[src/rtl/core/tsg_pkg.sv]
// shared types and codes of the touchpad tap and swipe gesture block
`default_nettype none

package tsg_pkg;

  localparam logic [1:0] EV_PRESS   = 2'd0;
  localparam logic [1:0] EV_RELEASE = 2'd1;
  localparam logic [1:0] EV_MOVE    = 2'd2;
  localparam logic [1:0] EV_SCROLL  = 2'd3;

  localparam logic [2:0] CFG_POINTER_SPEED = 3'd0;
  localparam logic [2:0] CFG_DEAD_ZONE     = 3'd1;
  localparam logic [2:0] CFG_RIGHT_CLICK   = 3'd2;
  localparam logic [2:0] CFG_SCROLL        = 3'd3;
  localparam logic [2:0] CFG_INVERT        = 3'd4;

  typedef struct packed {
    logic [7:0]  pointer_speed;
    logic [11:0] dead_zone;
    logic        two_finger_right_click;
    logic        two_finger_scroll;
    logic        invert_scroll;
  } cfg_t;

  typedef struct packed {
    logic [2:0]  contact_count;
    logic [10:0] first_x;
    logic [10:0] first_y;
    logic [10:0] second_y;
    logic [31:0] time_us;
  } frame_t;

  // raw event from the gesture machine, before pointer scaling
  typedef struct packed {
    logic               valid;
    logic [1:0]         kind;
    logic               button;
    logic               neg_x;
    logic               neg_y;
    logic [10:0]        mag_x;
    logic [10:0]        mag_y;
    logic signed [10:0] scroll;
  } pre_t;

endpackage

`default_nettype wire

[src/rtl/core/tsg_frame_if.sv]
// touch frame request channel
`default_nettype none

interface tsg_frame_if;
  logic        valid;
  logic        ready;
  logic [2:0]  contact_count;
  logic [10:0] first_x;
  logic [10:0] first_y;
  logic [10:0] second_x;
  logic [10:0] second_y;
  logic [31:0] time_us;

  modport source (
    output valid, contact_count, first_x, first_y, second_x, second_y, time_us,
    input  ready
  );
  modport sink (
    input  valid, contact_count, first_x, first_y, second_x, second_y, time_us,
    output ready
  );
endinterface

`default_nettype wire

[src/rtl/core/tsg_event_if.sv]
// gesture event request channel
`default_nettype none

interface tsg_event_if;
  logic               valid;
  logic               ready;
  logic [1:0]         event_kind;
  logic               button;
  logic signed [11:0] move_dx;
  logic signed [11:0] move_dy;
  logic signed [10:0] scroll_amount;

  modport source (
    output valid, event_kind, button, move_dx, move_dy, scroll_amount,
    input  ready
  );
  modport sink (
    input  valid, event_kind, button, move_dx, move_dy, scroll_amount,
    output ready
  );
endinterface

`default_nettype wire

[src/rtl/core/touchpad_tap_swipe_gesture.sv]
// top level of the touchpad tap-to-click and swipe gesture block
`default_nettype none

// Takes one touch frame per clock cycle and gives at most one event per frame:
// button press or release, a scaled pointer move, or a scroll step. The gesture
// state is updated in the cycle a frame is accepted; its event then passes a
// three-register pipeline (decision, speed multiply, divide by 200 through a
// reciprocal multiply) to the event channel. Pointer moves that scale to zero
// are dropped in the last stage. A stalled event channel fills the pipeline and
// then holds off frame requests. Configuration is written through a plain write
// port; users must write only while no frame is in flight; this is not enforced.

module touchpad_tap_swipe_gesture (
  input  wire logic         clk_i,
  input  wire logic         rst_ni,
  input  wire logic         cfg_we_i,
  input  wire logic [2:0]   cfg_idx_i,
  input  wire logic [11:0]  cfg_data_i,
  tsg_frame_if.sink         frame_i,
  tsg_event_if.source       event_o
);

  localparam logic [7:0]  SPEED_MAX  = 8'd200;
  localparam logic [18:0] ROUND_BIAS = 19'd100;
  // floor(n / 25) = (n * RECIP_25) >> 21 for n below 51200, as the product is 32 bits
  localparam logic [16:0] RECIP_25   = 17'd83887;

  tsg_pkg::cfg_t   cfg_q;
  tsg_pkg::frame_t frame;
  tsg_pkg::pre_t   pre;

  logic accept, out_free, s2_free, s1_free;

  logic          s1_valid_q;
  tsg_pkg::pre_t s1_q;

  logic               s2_valid_q;
  logic [1:0]         s2_kind_q;
  logic               s2_button_q, s2_neg_x_q, s2_neg_y_q;
  logic [18:0]        s2_mx_q, s2_my_q;
  logic signed [10:0] s2_scroll_q;

  logic [7:0]  speed;
  logic [18:0] mx_d, my_d;
  logic [31:0] qx_prod, qy_prod;
  logic [10:0] qx, qy;
  logic        drop;

  logic               ev_valid_q;
  logic [1:0]         ev_kind_q;
  logic               ev_button_q;
  logic signed [11:0] ev_dx_q, ev_dy_q;
  logic signed [10:0] ev_scroll_q;

  always_ff @(posedge clk_i or negedge rst_ni) begin
    if (!rst_ni) begin
      cfg_q.pointer_speed          <= 8'd100;
      cfg_q.dead_zone              <= 12'd0;
      cfg_q.two_finger_right_click <= 1'b0;
      cfg_q.two_finger_scroll      <= 1'b0;
      cfg_q.invert_scroll          <= 1'b0;
    end else if (cfg_we_i) begin
      case (cfg_idx_i)
        tsg_pkg::CFG_POINTER_SPEED: cfg_q.pointer_speed          <= cfg_data_i[7:0];
        tsg_pkg::CFG_DEAD_ZONE:     cfg_q.dead_zone              <= cfg_data_i;
        tsg_pkg::CFG_RIGHT_CLICK:   cfg_q.two_finger_right_click <= cfg_data_i[0];
        tsg_pkg::CFG_SCROLL:        cfg_q.two_finger_scroll      <= cfg_data_i[0];
        tsg_pkg::CFG_INVERT:        cfg_q.invert_scroll          <= cfg_data_i[0];
        default: ;
      endcase
    end
  end

  assign out_free      = !ev_valid_q || event_o.ready;
  assign s2_free       = !s2_valid_q || out_free;
  assign s1_free       = !s1_valid_q || s2_free;
  assign frame_i.ready = s1_free;
  assign accept        = frame_i.valid && s1_free;

  assign frame.contact_count = frame_i.contact_count;
  assign frame.first_x       = frame_i.first_x;
  assign frame.first_y       = frame_i.first_y;
  assign frame.second_y      = frame_i.second_y;
  assign frame.time_us       = frame_i.time_us;

  tsg_fsm u_fsm (
    .clk_i    (clk_i),
    .rst_ni   (rst_ni),
    .accept_i (accept),
    .frame_i  (frame),
    .cfg_i    (cfg_q),
    .pre_o    (pre)
  );

  // decision stage
  always_ff @(posedge clk_i or negedge rst_ni) begin
    if (!rst_ni) begin
      s1_valid_q <= 1'b0;
    end else if (s1_free) begin
      s1_valid_q <= accept && pre.valid;
    end
  end

  always_ff @(posedge clk_i) begin
    if (s1_free) begin
      s1_q <= pre;
    end
  end

  // speed multiply stage
  assign speed = (cfg_q.pointer_speed > SPEED_MAX) ? SPEED_MAX : cfg_q.pointer_speed;
  assign mx_d  = 19'(s1_q.mag_x) * 19'(speed) + ROUND_BIAS;
  assign my_d  = 19'(s1_q.mag_y) * 19'(speed) + ROUND_BIAS;

  always_ff @(posedge clk_i or negedge rst_ni) begin
    if (!rst_ni) begin
      s2_valid_q <= 1'b0;
    end else if (s2_free) begin
      s2_valid_q <= s1_valid_q;
    end
  end

  always_ff @(posedge clk_i) begin
    if (s2_free) begin
      s2_kind_q   <= s1_q.kind;
      s2_button_q <= s1_q.button;
      s2_neg_x_q  <= s1_q.neg_x;
      s2_neg_y_q  <= s1_q.neg_y;
      s2_mx_q     <= mx_d;
      s2_my_q     <= my_d;
      s2_scroll_q <= s1_q.scroll;
    end
  end

  // divide by 200: drop three bits, then reciprocal of 25
  assign qx_prod = 32'(s2_mx_q[18:3]) * 32'(RECIP_25);
  assign qy_prod = 32'(s2_my_q[18:3]) * 32'(RECIP_25);
  assign qx      = qx_prod[31:21];
  assign qy      = qy_prod[31:21];
  assign drop    = (s2_kind_q == tsg_pkg::EV_MOVE) && (qx == 11'd0) && (qy == 11'd0);

  always_ff @(posedge clk_i or negedge rst_ni) begin
    if (!rst_ni) begin
      ev_valid_q <= 1'b0;
    end else if (out_free) begin
      ev_valid_q <= s2_valid_q && !drop;
    end
  end

  always_ff @(posedge clk_i) begin
    if (out_free) begin
      ev_kind_q   <= s2_kind_q;
      ev_button_q <= s2_button_q;
      ev_scroll_q <= s2_scroll_q;
      if (s2_kind_q == tsg_pkg::EV_MOVE) begin
        ev_dx_q <= s2_neg_x_q ? -$signed({1'b0, qx}) : $signed({1'b0, qx});
        ev_dy_q <= s2_neg_y_q ? -$signed({1'b0, qy}) : $signed({1'b0, qy});
      end else begin
        ev_dx_q <= 12'sd0;
        ev_dy_q <= 12'sd0;
      end
    end
  end

  assign event_o.valid         = ev_valid_q;
  assign event_o.event_kind    = ev_kind_q;
  assign event_o.button        = ev_button_q;
  assign event_o.move_dx       = ev_dx_q;
  assign event_o.move_dy       = ev_dy_q;
  assign event_o.scroll_amount = ev_scroll_q;

`ifndef ASSERT_OFF
  a_ready_when_empty: assert property (@(posedge clk_i) disable iff (!rst_ni)
    !s1_valid_q |-> frame_i.ready)
    else $error("frame request refused with empty pipeline");

  a_move_nonzero: assert property (@(posedge clk_i) disable iff (!rst_ni)
    (ev_valid_q && ev_kind_q == tsg_pkg::EV_MOVE) |-> (ev_dx_q != 12'sd0 || ev_dy_q != 12'sd0))
    else $error("zero pointer move offered");

  a_scroll_nonzero: assert property (@(posedge clk_i) disable iff (!rst_ni)
    (ev_valid_q && ev_kind_q == tsg_pkg::EV_SCROLL) |-> (ev_scroll_q != 11'sd0))
    else $error("zero scroll step offered");

  a_stall_holds_s2: assert property (@(posedge clk_i) disable iff (!rst_ni)
    (s2_valid_q && !out_free) |=> (s2_valid_q && $stable(s2_mx_q) && $stable(s2_kind_q)))
    else $error("multiply stage lost data under stall");
`endif

endmodule

`default_nettype wire

[src/rtl/core/tsg_fsm.sv]
// gesture phase machine: tap, release, swipe and scroll decisions per frame
`default_nettype none

module tsg_fsm (
  input  wire logic            clk_i,
  input  wire logic            rst_ni,
  input  wire logic            accept_i,
  input  wire tsg_pkg::frame_t frame_i,
  input  wire tsg_pkg::cfg_t   cfg_i,
  output tsg_pkg::pre_t        pre_o
);

  localparam logic [1:0] PH_IDLE   = 2'd0;
  localparam logic [1:0] PH_TOUCH  = 2'd1;
  localparam logic [1:0] PH_TAPPED = 2'd2;
  localparam logic [1:0] PH_SWIPE  = 2'd3;

  // elapsed ms <= 250 and elapsed ms > 100, as microsecond bounds
  localparam logic [31:0] TAP_LIMIT_US = 32'd251000;
  localparam logic [31:0] RELEASE_US   = 32'd101000;

  logic [1:0]  phase_q, phase_d;
  logic [2:0]  held_q, held_d;
  logic [31:0] start_q, start_d;
  logic [10:0] origin_x_q, origin_x_d, origin_y_q, origin_y_d;
  logic [10:0] anchor_x_q, anchor_x_d, anchor_y_q, anchor_y_d;
  logic [2:0]  prior_cnt_q;
  logic [10:0] prior_x_q, prior_y_q;

  logic [2:0]         cnt;
  logic [10:0]        fx, fy;
  logic [10:0]        cx, cy, px, py, rx, ry;
  logic [11:0]        dx12, dy12;
  logic [10:0]        mag_x, mag_y;
  logic [11:0]        mv;
  logic               still;
  logic [31:0]        elapsed;
  logic               tap_time, rel_time;
  logic               btn_ok, btn_right;
  logic [11:0]        sum_y;
  logic [10:0]        avg_y;
  logic signed [11:0] sd, sd_half;
  logic signed [10:0] sd_q;
  tsg_pkg::pre_t      pre;

  assign cnt = frame_i.contact_count;
  assign fx  = frame_i.first_x;
  assign fy  = frame_i.first_y;

  // lift frames measure from the previous frame's contact, or from the origin if it had none
  assign cx = (prior_cnt_q != 3'd0) ? prior_x_q : origin_x_q;
  assign cy = (prior_cnt_q != 3'd0) ? prior_y_q : origin_y_q;
  assign px = (cnt == 3'd0) ? cx : fx;
  assign py = (cnt == 3'd0) ? cy : fy;
  assign rx = (phase_q == PH_SWIPE) ? anchor_x_q : origin_x_q;
  assign ry = (phase_q == PH_SWIPE) ? anchor_y_q : origin_y_q;

  assign dx12  = {1'b0, px} - {1'b0, rx};
  assign dy12  = {1'b0, py} - {1'b0, ry};
  assign mag_x = dx12[11] ? 11'(-dx12) : dx12[10:0];
  assign mag_y = dy12[11] ? 11'(-dy12) : dy12[10:0];
  assign mv    = (cnt == 3'd0 && held_q == 3'd0) ? 12'd0
                                                  : {1'b0, mag_x} + {1'b0, mag_y};
  assign still = mv <= cfg_i.dead_zone;

  assign elapsed  = frame_i.time_us - start_q;
  assign tap_time = elapsed < TAP_LIMIT_US;
  assign rel_time = elapsed >= RELEASE_US;

  assign btn_right = held_q == 3'd2;
  assign btn_ok    = (held_q == 3'd1) || (btn_right && cfg_i.two_finger_right_click);

  assign sum_y   = {1'b0, fy} + {1'b0, frame_i.second_y};
  assign avg_y   = sum_y[11:1];
  assign sd      = $signed({1'b0, avg_y} - {1'b0, anchor_y_q});
  // halve rounding toward zero
  assign sd_half = (sd + $signed({11'd0, sd[11]})) >>> 1;
  assign sd_q    = sd_half[10:0];

  always_comb begin
    phase_d    = phase_q;
    held_d     = held_q;
    start_d    = start_q;
    origin_x_d = origin_x_q;
    origin_y_d = origin_y_q;
    anchor_x_d = anchor_x_q;
    anchor_y_d = anchor_y_q;
    pre        = '0;

    if (cnt == 3'd0) begin
      case (phase_q)
        PH_TOUCH: begin
          if (tap_time && still) begin
            pre.valid  = btn_ok;
            pre.kind   = tsg_pkg::EV_PRESS;
            pre.button = btn_right;
            phase_d    = PH_TAPPED;
            start_d    = frame_i.time_us;
          end else begin
            phase_d = PH_IDLE;
            held_d  = 3'd0;
          end
        end
        PH_TAPPED: begin
          if (rel_time) begin
            pre.valid  = btn_ok;
            pre.kind   = tsg_pkg::EV_RELEASE;
            pre.button = btn_right;
            phase_d    = PH_IDLE;
            held_d     = 3'd0;
          end
        end
        default: begin
          phase_d = PH_IDLE;
          held_d  = 3'd0;
        end
      endcase
    end else begin
      case (phase_q)
        PH_IDLE: begin
          phase_d    = PH_TOUCH;
          held_d     = cnt;
          start_d    = frame_i.time_us;
          origin_x_d = fx;
          origin_y_d = fy;
        end
        PH_TOUCH: begin
          if (cnt < held_q) begin
            if (tap_time && still) begin
              pre.valid  = btn_ok;
              pre.kind   = tsg_pkg::EV_PRESS;
              pre.button = btn_right;
              phase_d    = PH_TAPPED;
              start_d    = frame_i.time_us;
            end else begin
              phase_d = PH_IDLE;
            end
          end else if (cnt > held_q) begin
            held_d = cnt;
          end else if (!still) begin
            phase_d = PH_SWIPE;
            if (held_q == 3'd1) begin
              pre.valid  = 1'b1;
              pre.kind   = tsg_pkg::EV_MOVE;
              pre.neg_x  = dx12[11];
              pre.neg_y  = dy12[11];
              pre.mag_x  = mag_x;
              pre.mag_y  = mag_y;
              anchor_x_d = fx;
              anchor_y_d = fy;
            end else if (held_q == 3'd2 && cnt >= 3'd2) begin
              anchor_x_d = fx;
              anchor_y_d = avg_y;
            end
          end
        end
        PH_TAPPED: begin
          if (rel_time) begin
            pre.valid  = btn_ok;
            pre.kind   = tsg_pkg::EV_RELEASE;
            pre.button = btn_right;
            phase_d    = PH_IDLE;
          end
        end
        default: begin
          if (held_q == 3'd1) begin
            pre.valid  = 1'b1;
            pre.kind   = tsg_pkg::EV_MOVE;
            pre.neg_x  = dx12[11];
            pre.neg_y  = dy12[11];
            pre.mag_x  = mag_x;
            pre.mag_y  = mag_y;
            anchor_x_d = fx;
            anchor_y_d = fy;
          end else if (held_q == 3'd2 && cnt >= 3'd2 && cfg_i.two_finger_scroll &&
                       sd_q != 11'sd0) begin
            pre.valid  = 1'b1;
            pre.kind   = tsg_pkg::EV_SCROLL;
            pre.scroll = cfg_i.invert_scroll ? sd_q : -sd_q;
            anchor_y_d = avg_y;
          end
        end
      endcase
    end
  end

  assign pre_o = pre;

  always_ff @(posedge clk_i or negedge rst_ni) begin
    if (!rst_ni) begin
      phase_q     <= PH_IDLE;
      held_q      <= 3'd0;
      start_q     <= 32'd0;
      origin_x_q  <= 11'd0;
      origin_y_q  <= 11'd0;
      anchor_x_q  <= 11'd0;
      anchor_y_q  <= 11'd0;
      prior_cnt_q <= 3'd0;
      prior_x_q   <= 11'd0;
      prior_y_q   <= 11'd0;
    end else if (accept_i) begin
      phase_q     <= phase_d;
      held_q      <= held_d;
      start_q     <= start_d;
      origin_x_q  <= origin_x_d;
      origin_y_q  <= origin_y_d;
      anchor_x_q  <= anchor_x_d;
      anchor_y_q  <= anchor_y_d;
      prior_cnt_q <= cnt;
      if (cnt != 3'd0) begin
        prior_x_q <= fx;
        prior_y_q <= fy;
      end
    end
  end

endmodule

`default_nettype wire
[src/flat_wrapper.sv]
// flat-port wrapper written by rule: the top's interface ports become plain ports
module touchpad_tap_swipe_gesture_flat 
  (clk_i, rst_ni, cfg_we_i, cfg_idx_i, cfg_data_i, frame_i_valid, frame_i_contact_count, frame_i_first_x, frame_i_first_y, frame_i_second_x, frame_i_second_y, frame_i_time_us, frame_i_ready, event_o_valid, event_o_event_kind, event_o_button, event_o_move_dx, event_o_move_dy, event_o_scroll_amount, event_o_ready);
  tsg_frame_if frame_i_i ();
  tsg_event_if event_o_i ();
  input  wire logic clk_i;
  input  wire logic rst_ni;
  input  wire logic cfg_we_i;
  input  wire logic [2:0] cfg_idx_i;
  input  wire logic [11:0] cfg_data_i;
  input wire logic [$bits(frame_i_i.valid)-1:0] frame_i_valid;
  input wire logic [$bits(frame_i_i.contact_count)-1:0] frame_i_contact_count;
  input wire logic [$bits(frame_i_i.first_x)-1:0] frame_i_first_x;
  input wire logic [$bits(frame_i_i.first_y)-1:0] frame_i_first_y;
  input wire logic [$bits(frame_i_i.second_x)-1:0] frame_i_second_x;
  input wire logic [$bits(frame_i_i.second_y)-1:0] frame_i_second_y;
  input wire logic [$bits(frame_i_i.time_us)-1:0] frame_i_time_us;
  output wire logic [$bits(frame_i_i.ready)-1:0] frame_i_ready;
  output wire logic [$bits(event_o_i.valid)-1:0] event_o_valid;
  output wire logic [$bits(event_o_i.event_kind)-1:0] event_o_event_kind;
  output wire logic [$bits(event_o_i.button)-1:0] event_o_button;
  output wire logic [$bits(event_o_i.move_dx)-1:0] event_o_move_dx;
  output wire logic [$bits(event_o_i.move_dy)-1:0] event_o_move_dy;
  output wire logic [$bits(event_o_i.scroll_amount)-1:0] event_o_scroll_amount;
  input wire logic [$bits(event_o_i.ready)-1:0] event_o_ready;
  assign frame_i_i.valid = frame_i_valid;
  assign frame_i_i.contact_count = frame_i_contact_count;
  assign frame_i_i.first_x = frame_i_first_x;
  assign frame_i_i.first_y = frame_i_first_y;
  assign frame_i_i.second_x = frame_i_second_x;
  assign frame_i_i.second_y = frame_i_second_y;
  assign frame_i_i.time_us = frame_i_time_us;
  assign frame_i_ready = frame_i_i.ready;
  assign event_o_valid = event_o_i.valid;
  assign event_o_event_kind = event_o_i.event_kind;
  assign event_o_button = event_o_i.button;
  assign event_o_move_dx = event_o_i.move_dx;
  assign event_o_move_dy = event_o_i.move_dy;
  assign event_o_scroll_amount = event_o_i.scroll_amount;
  assign event_o_i.ready = event_o_ready;
  touchpad_tap_swipe_gesture u_core (.clk_i(clk_i), .rst_ni(rst_ni), .cfg_we_i(cfg_we_i), .cfg_idx_i(cfg_idx_i), .cfg_data_i(cfg_data_i), .frame_i(frame_i_i), .event_o(event_o_i));
endmodule
[config.mk]
export PLATFORM = sky130hd
export DESIGN_NAME = touchpad_tap_swipe_gesture_flat
export DESIGN_NICKNAME = d
export VERILOG_FILES = /design/src/rtl/core/tsg_pkg.sv /design/src/rtl/core/tsg_frame_if.sv /design/src/rtl/core/tsg_event_if.sv /design/src/rtl/core/touchpad_tap_swipe_gesture.sv /design/src/rtl/core/tsg_fsm.sv /design/src/flat_wrapper.sv
export SDC_FILE = /design/constraint.sdc
export NUM_CORES = 2
export LEC_CHECK = 0
export ABC_CLOCK_PERIOD_IN_PS = 11200
export BUFFER_PORTS_ARGS = -buffer_cell sky130_fd_sc_hd__buf_2
export CAP_MARGIN = 20
export CORE_MARGIN = 1
export CORE_UTILIZATION = 25
export DETAILED_ROUTE_END_ITERATION = 12
export GPL_ROUTABILITY_DRIVEN = 0
export GPL_TIMING_DRIVEN = 0
export PLACE_DENSITY = 0.35
export SLEW_MARGIN = 25
export SYNTH_ARGS = -nofsm -noshare
export SYNTH_HDL_FRONTEND = slang
export SYNTH_HIERARCHICAL = 1
export SYNTH_SLANG_ARGS = --single-unit
[constraint.sdc]
create_clock -name clk_i -period 11.2 [get_ports clk_i]
set_input_delay 2.24 -clock clk_i [delete_from_list [all_inputs] [get_ports clk_i]]
set_output_delay 2.24 -clock clk_i [all_outputs]
set_load 0.01 [all_outputs]
==> out/metrics.csv <==
stage,metric,value,unit
setup_path,crit_fanout,10,
setup_path,max_stage_delay,0.42,ns
yosys,synth_area_leaders,"fa_1 (19%), ha_1 (17%), edfxtp_1 (11%)",
yosys,yosysWarnings,6,
setup_path,critical_path_arrival,10.78,ns
timing,drv_slew,0,
final_layout,nFillCells,14000,
setup_path,end_kind,register,
min_path,hp-class,register to register,
placed_design,portBuffers,127,
yosys,synth_adder_area_share,0.363,
clocking,insertion_delay,0.58,ns
global_routing,grt_pass1_wl,151000,microns
timing,fmaxAchievable,96.7,MHz
outcome,status,finished clean,
yosys,synth_compound_area_frac,0.131,
global_routing,grtUsageTotal,0.145,
yosys,yosysSeqAreaShare,0.214,
pwr,power.density,241,nW/um^2
final_layout,drive_above_1_share,0.0985,
clocking,clk_pin_slew,0.06,ns
floorplan,row_count,132,
yosys,ys_ff_latch,256,
global_routing,grt_max_degree,79,
yosys,syn_area,32800,sq um
setup_path,crit_type,input pin to register,
yosys,synth_top_family_by_area,adder cells,
floorplan,die_area,133000,sq um
timing,tightest_slew,0.923,ns
global_routing,grt-ovfl-total,0,
placed_design,dp_hpwl,79600,microns
yosys,synth_xor_area_frac,0.0413,
clocking,post_cts.repair.setup_buffers,0,
yosys,synth_most_common_cell,inv_1,
clocking,cts_buffers,36,
route,routed_wl,95800,microns
clocking,root_buffer,clkbuf_16,
route,vias,24300,
route,drc_errors,0,
route,drtPass1Iterations,5,
clocking,cts.sinks,256,
yosys,synth_edf_count,124,
placed_design,dpl_cell_area,35800,sq um
yosys,syn-num-nets,4360,
timing,finalHoldViolations,0,
yosys,avgSynthCellArea,9.39,sq um
floorplan,core-area,130000,sq um
yosys,ys_types,96,
setup_path,cp_common_cell,o21ai_0,
clocking,cts_tree,yes,
timing,min_period,10.34,ns
yosys,postSynthCellCount,3498,
timing,timing.hold.ws,0.414,ns
yosys,synth_flop_cell,dfrtp_1,
setup_path,worstPathRequired,11.64,ns
pwr,ir_drop,0.176,mV
final_layout,fin_nets,4532,
timing,rsz0062_at_grt,false,
clocking,htree_levels,2,
setup_path,cp-start-kind,input pin,
yosys,yosys.area.top_type_share,0.191,
final_layout,area_delta_synth_final,12.9,%
pwr,leakage,18.2,nW
timing,setup_viol,0,
flow_run,max_cap_violations,0,
setup_path,slowest_stage,a2111oi_2,
yosys,muxShareOfSynthArea,0.0506,
timing,finClkSkew,0.0324,ns
floorplan,die_y,364,microns
final_layout,postLayoutCellArea,37100,sq um
yosys,synth_simple_gate_area_frac,0.117,
route,post_drt_via_cell_ratio,4.47,
floorplan,initial_utilization,0.253,
floorplan,fp.dieW,364,microns
timing,slew_headroom,0.385,
yosys,yosysTopAreaCell,fa_1,
clocking,clockBufferDepth,3,
yosys,synth.top_cells.by_count,"inv_1 (612), ha_1 (449), fa_1 (314)",
yosys,ys_async_sr_fraction,0.516,
floorplan,ios,139,
global_routing,antenna_found_initial,15,
route,drt_iter0_markers,1082,
global_routing,grt_pass1_vias,25600,
route,avgRoutedWirePerCell,17.6,microns
route,drtAntennaViolNets,0,
timing,finalCritPeriodShare,0.924,
[final timing paths]
kind	end	cells past startpoint	from	slack, ns
min in group asynchronous	u_core/u_fsm/anchor_y_q[5]	1	rst_ni	1.62
min reg2reg	u_core/event_o.scroll_amount[10]	0	u_core/s2_scroll_q[10]	0.41
min	u_core/event_o.scroll_amount[10]	0	u_core/s2_scroll_q[10]	0.41
max reg2reg	u_core/u_fsm/anchor_x_q[6]	36	u_core/u_fsm/prior_cnt_q[1]	1.65
max in group asynchronous	u_core/cfg_q[17]	2	rst_ni	8.73
max	u_core/u_fsm/anchor_x_q[6]	39	frame_i_contact_count[0]	0.86
[metal layers]
metal	track usage	vias up	part of all wire
li1	-	12200	-
met1	0.196	11700	0.48
met2	0.252	318	0.48
met3	0.0149	95	0.026
met4	0.0246	4	0.016
met5	0	-	0.00032
[where the power goes]
group / internal (W) / leakage [nW] / total, W / switching [W]
sequential: 0.00117 / 3.01 / 0.00130 / 0.000134
clock: 0.000708 / 0.591 / 0.00118 / 0.000474
combinational: 0.00255 / 14.6 / 0.00646 / 0.00391
total: 0.00442 / 18.2 / 0.00894 / 0.00452
[cell families after synthesis]
group,after synthesis
flip-flops,256
multiplexers,155
AO/OA/AOI/OAI,675
XOR/XNOR,155
buffers and inverters,718
AND/OR/NAND/NOR,776
adder cells (fa/ha/maj),763
[metrics by stage]
step                      power (W)  instances  worst slack (ns)  utilization  setup TNS [ns]
after floorplan             0.00598       3498              1.64            -               0
after global placement      0.00782       5367             -1.34        0.274          -52.39
after detailed placement    0.00781       5374             -1.28        0.276          -47.81
after CTS                   0.00909       5438            0.0411        0.285               0
after global routing        0.00998       5439            0.0153        0.285               0
final                       0.00894       5439             0.855        0.285               0
[critical path: cells and delay by family]
kind,cells,cell delay (ns)
xor gates and xnor gates,1,0.25
and+or+nand+nor,11,1.89
AOI/OAI and AO/OA,17,3.56
adders and majority gates,3,1.01
buffers and inverters,6,1.46
muxes,1,0.36
[layout by cell type, fill, tap and decap left out, types with 11 or more instances in the layout]
cell type	count
a211oi_1	24
a21boi_0	12
a21o_1	36
a21oi_1	213
a31oi_1	20
and2_1	89
buf_2	147
clkbuf_1	74
clkbuf_16	37
dfrtp_1	129
edfxtp_1	124
fa_1	314
ha_1	449
inv_1	611
mux2_2	84
mux2i_1	68
nand2_1	252
nand2b_1	17
nand3_1	38
nand4_1	25
nor2_1	156
nor2b_1	49
nor3_1	46
nor4_1	16
o211ai_1	17
o21a_1	20
o21ai_0	145
o21bai_1	14
o22ai_1	36
o311ai_1	30
o31ai_1	11
or2_2	19
or3_1	14
xnor2_1	100
xor2_1	55
[layout make-up]
class                   instances  area (sq um)  share of cell area
diodes                          1          2.50           0.0000675
clock inverters                19           216             0.00584
well taps                    1742          2180              0.0588
clock buffers                  45           996              0.0269
inverters                     612          2300              0.0620
repair buffers                134           756              0.0204
flip-flops and latches        256          7030               0.190
multi-input cells            2524         23200               0.625
plain buffers                 106           442              0.0119
[sequential cells by signal (all words and copies together) (netlist names), 2 cells and up]
register,cells
u_core/s1_q,38
u_core/u_fsm/start_q,32
u_core/cfg_q,23
u_core/s2_mx_q,16
u_core/s2_my_q,16
u_core/event_o.move_dx,12
u_core/event_o.move_dy,12
u_core/event_o.scroll_amount,11
u_core/s2_scroll_q,11
u_core/u_fsm/anchor_x_q,11
u_core/u_fsm/anchor_y_q,11
u_core/u_fsm/origin_x_q,11
u_core/u_fsm/origin_y_q,11
u_core/u_fsm/prior_x_q,11
u_core/u_fsm/prior_y_q,11
u_core/u_fsm/held_q,3
u_core/u_fsm/prior_cnt_q,3
u_core/event_o.event_kind,2
u_core/s2_kind_q,2
u_core/u_fsm/phase_q,2
[what timing repair did]
| action | 4_1_cts | 5_1_grt |
|---|---|---|
| gates resized for setup | 6 | 18 |
| setup endpoints to repair | 25 | 70 |
| endpoints found under the hold margin | 0 | 0 |
| hold buffers | 0 | 0 |
| cloned | 0 | 0 |
Note: power is estimated with default switching activity, not from simulation.
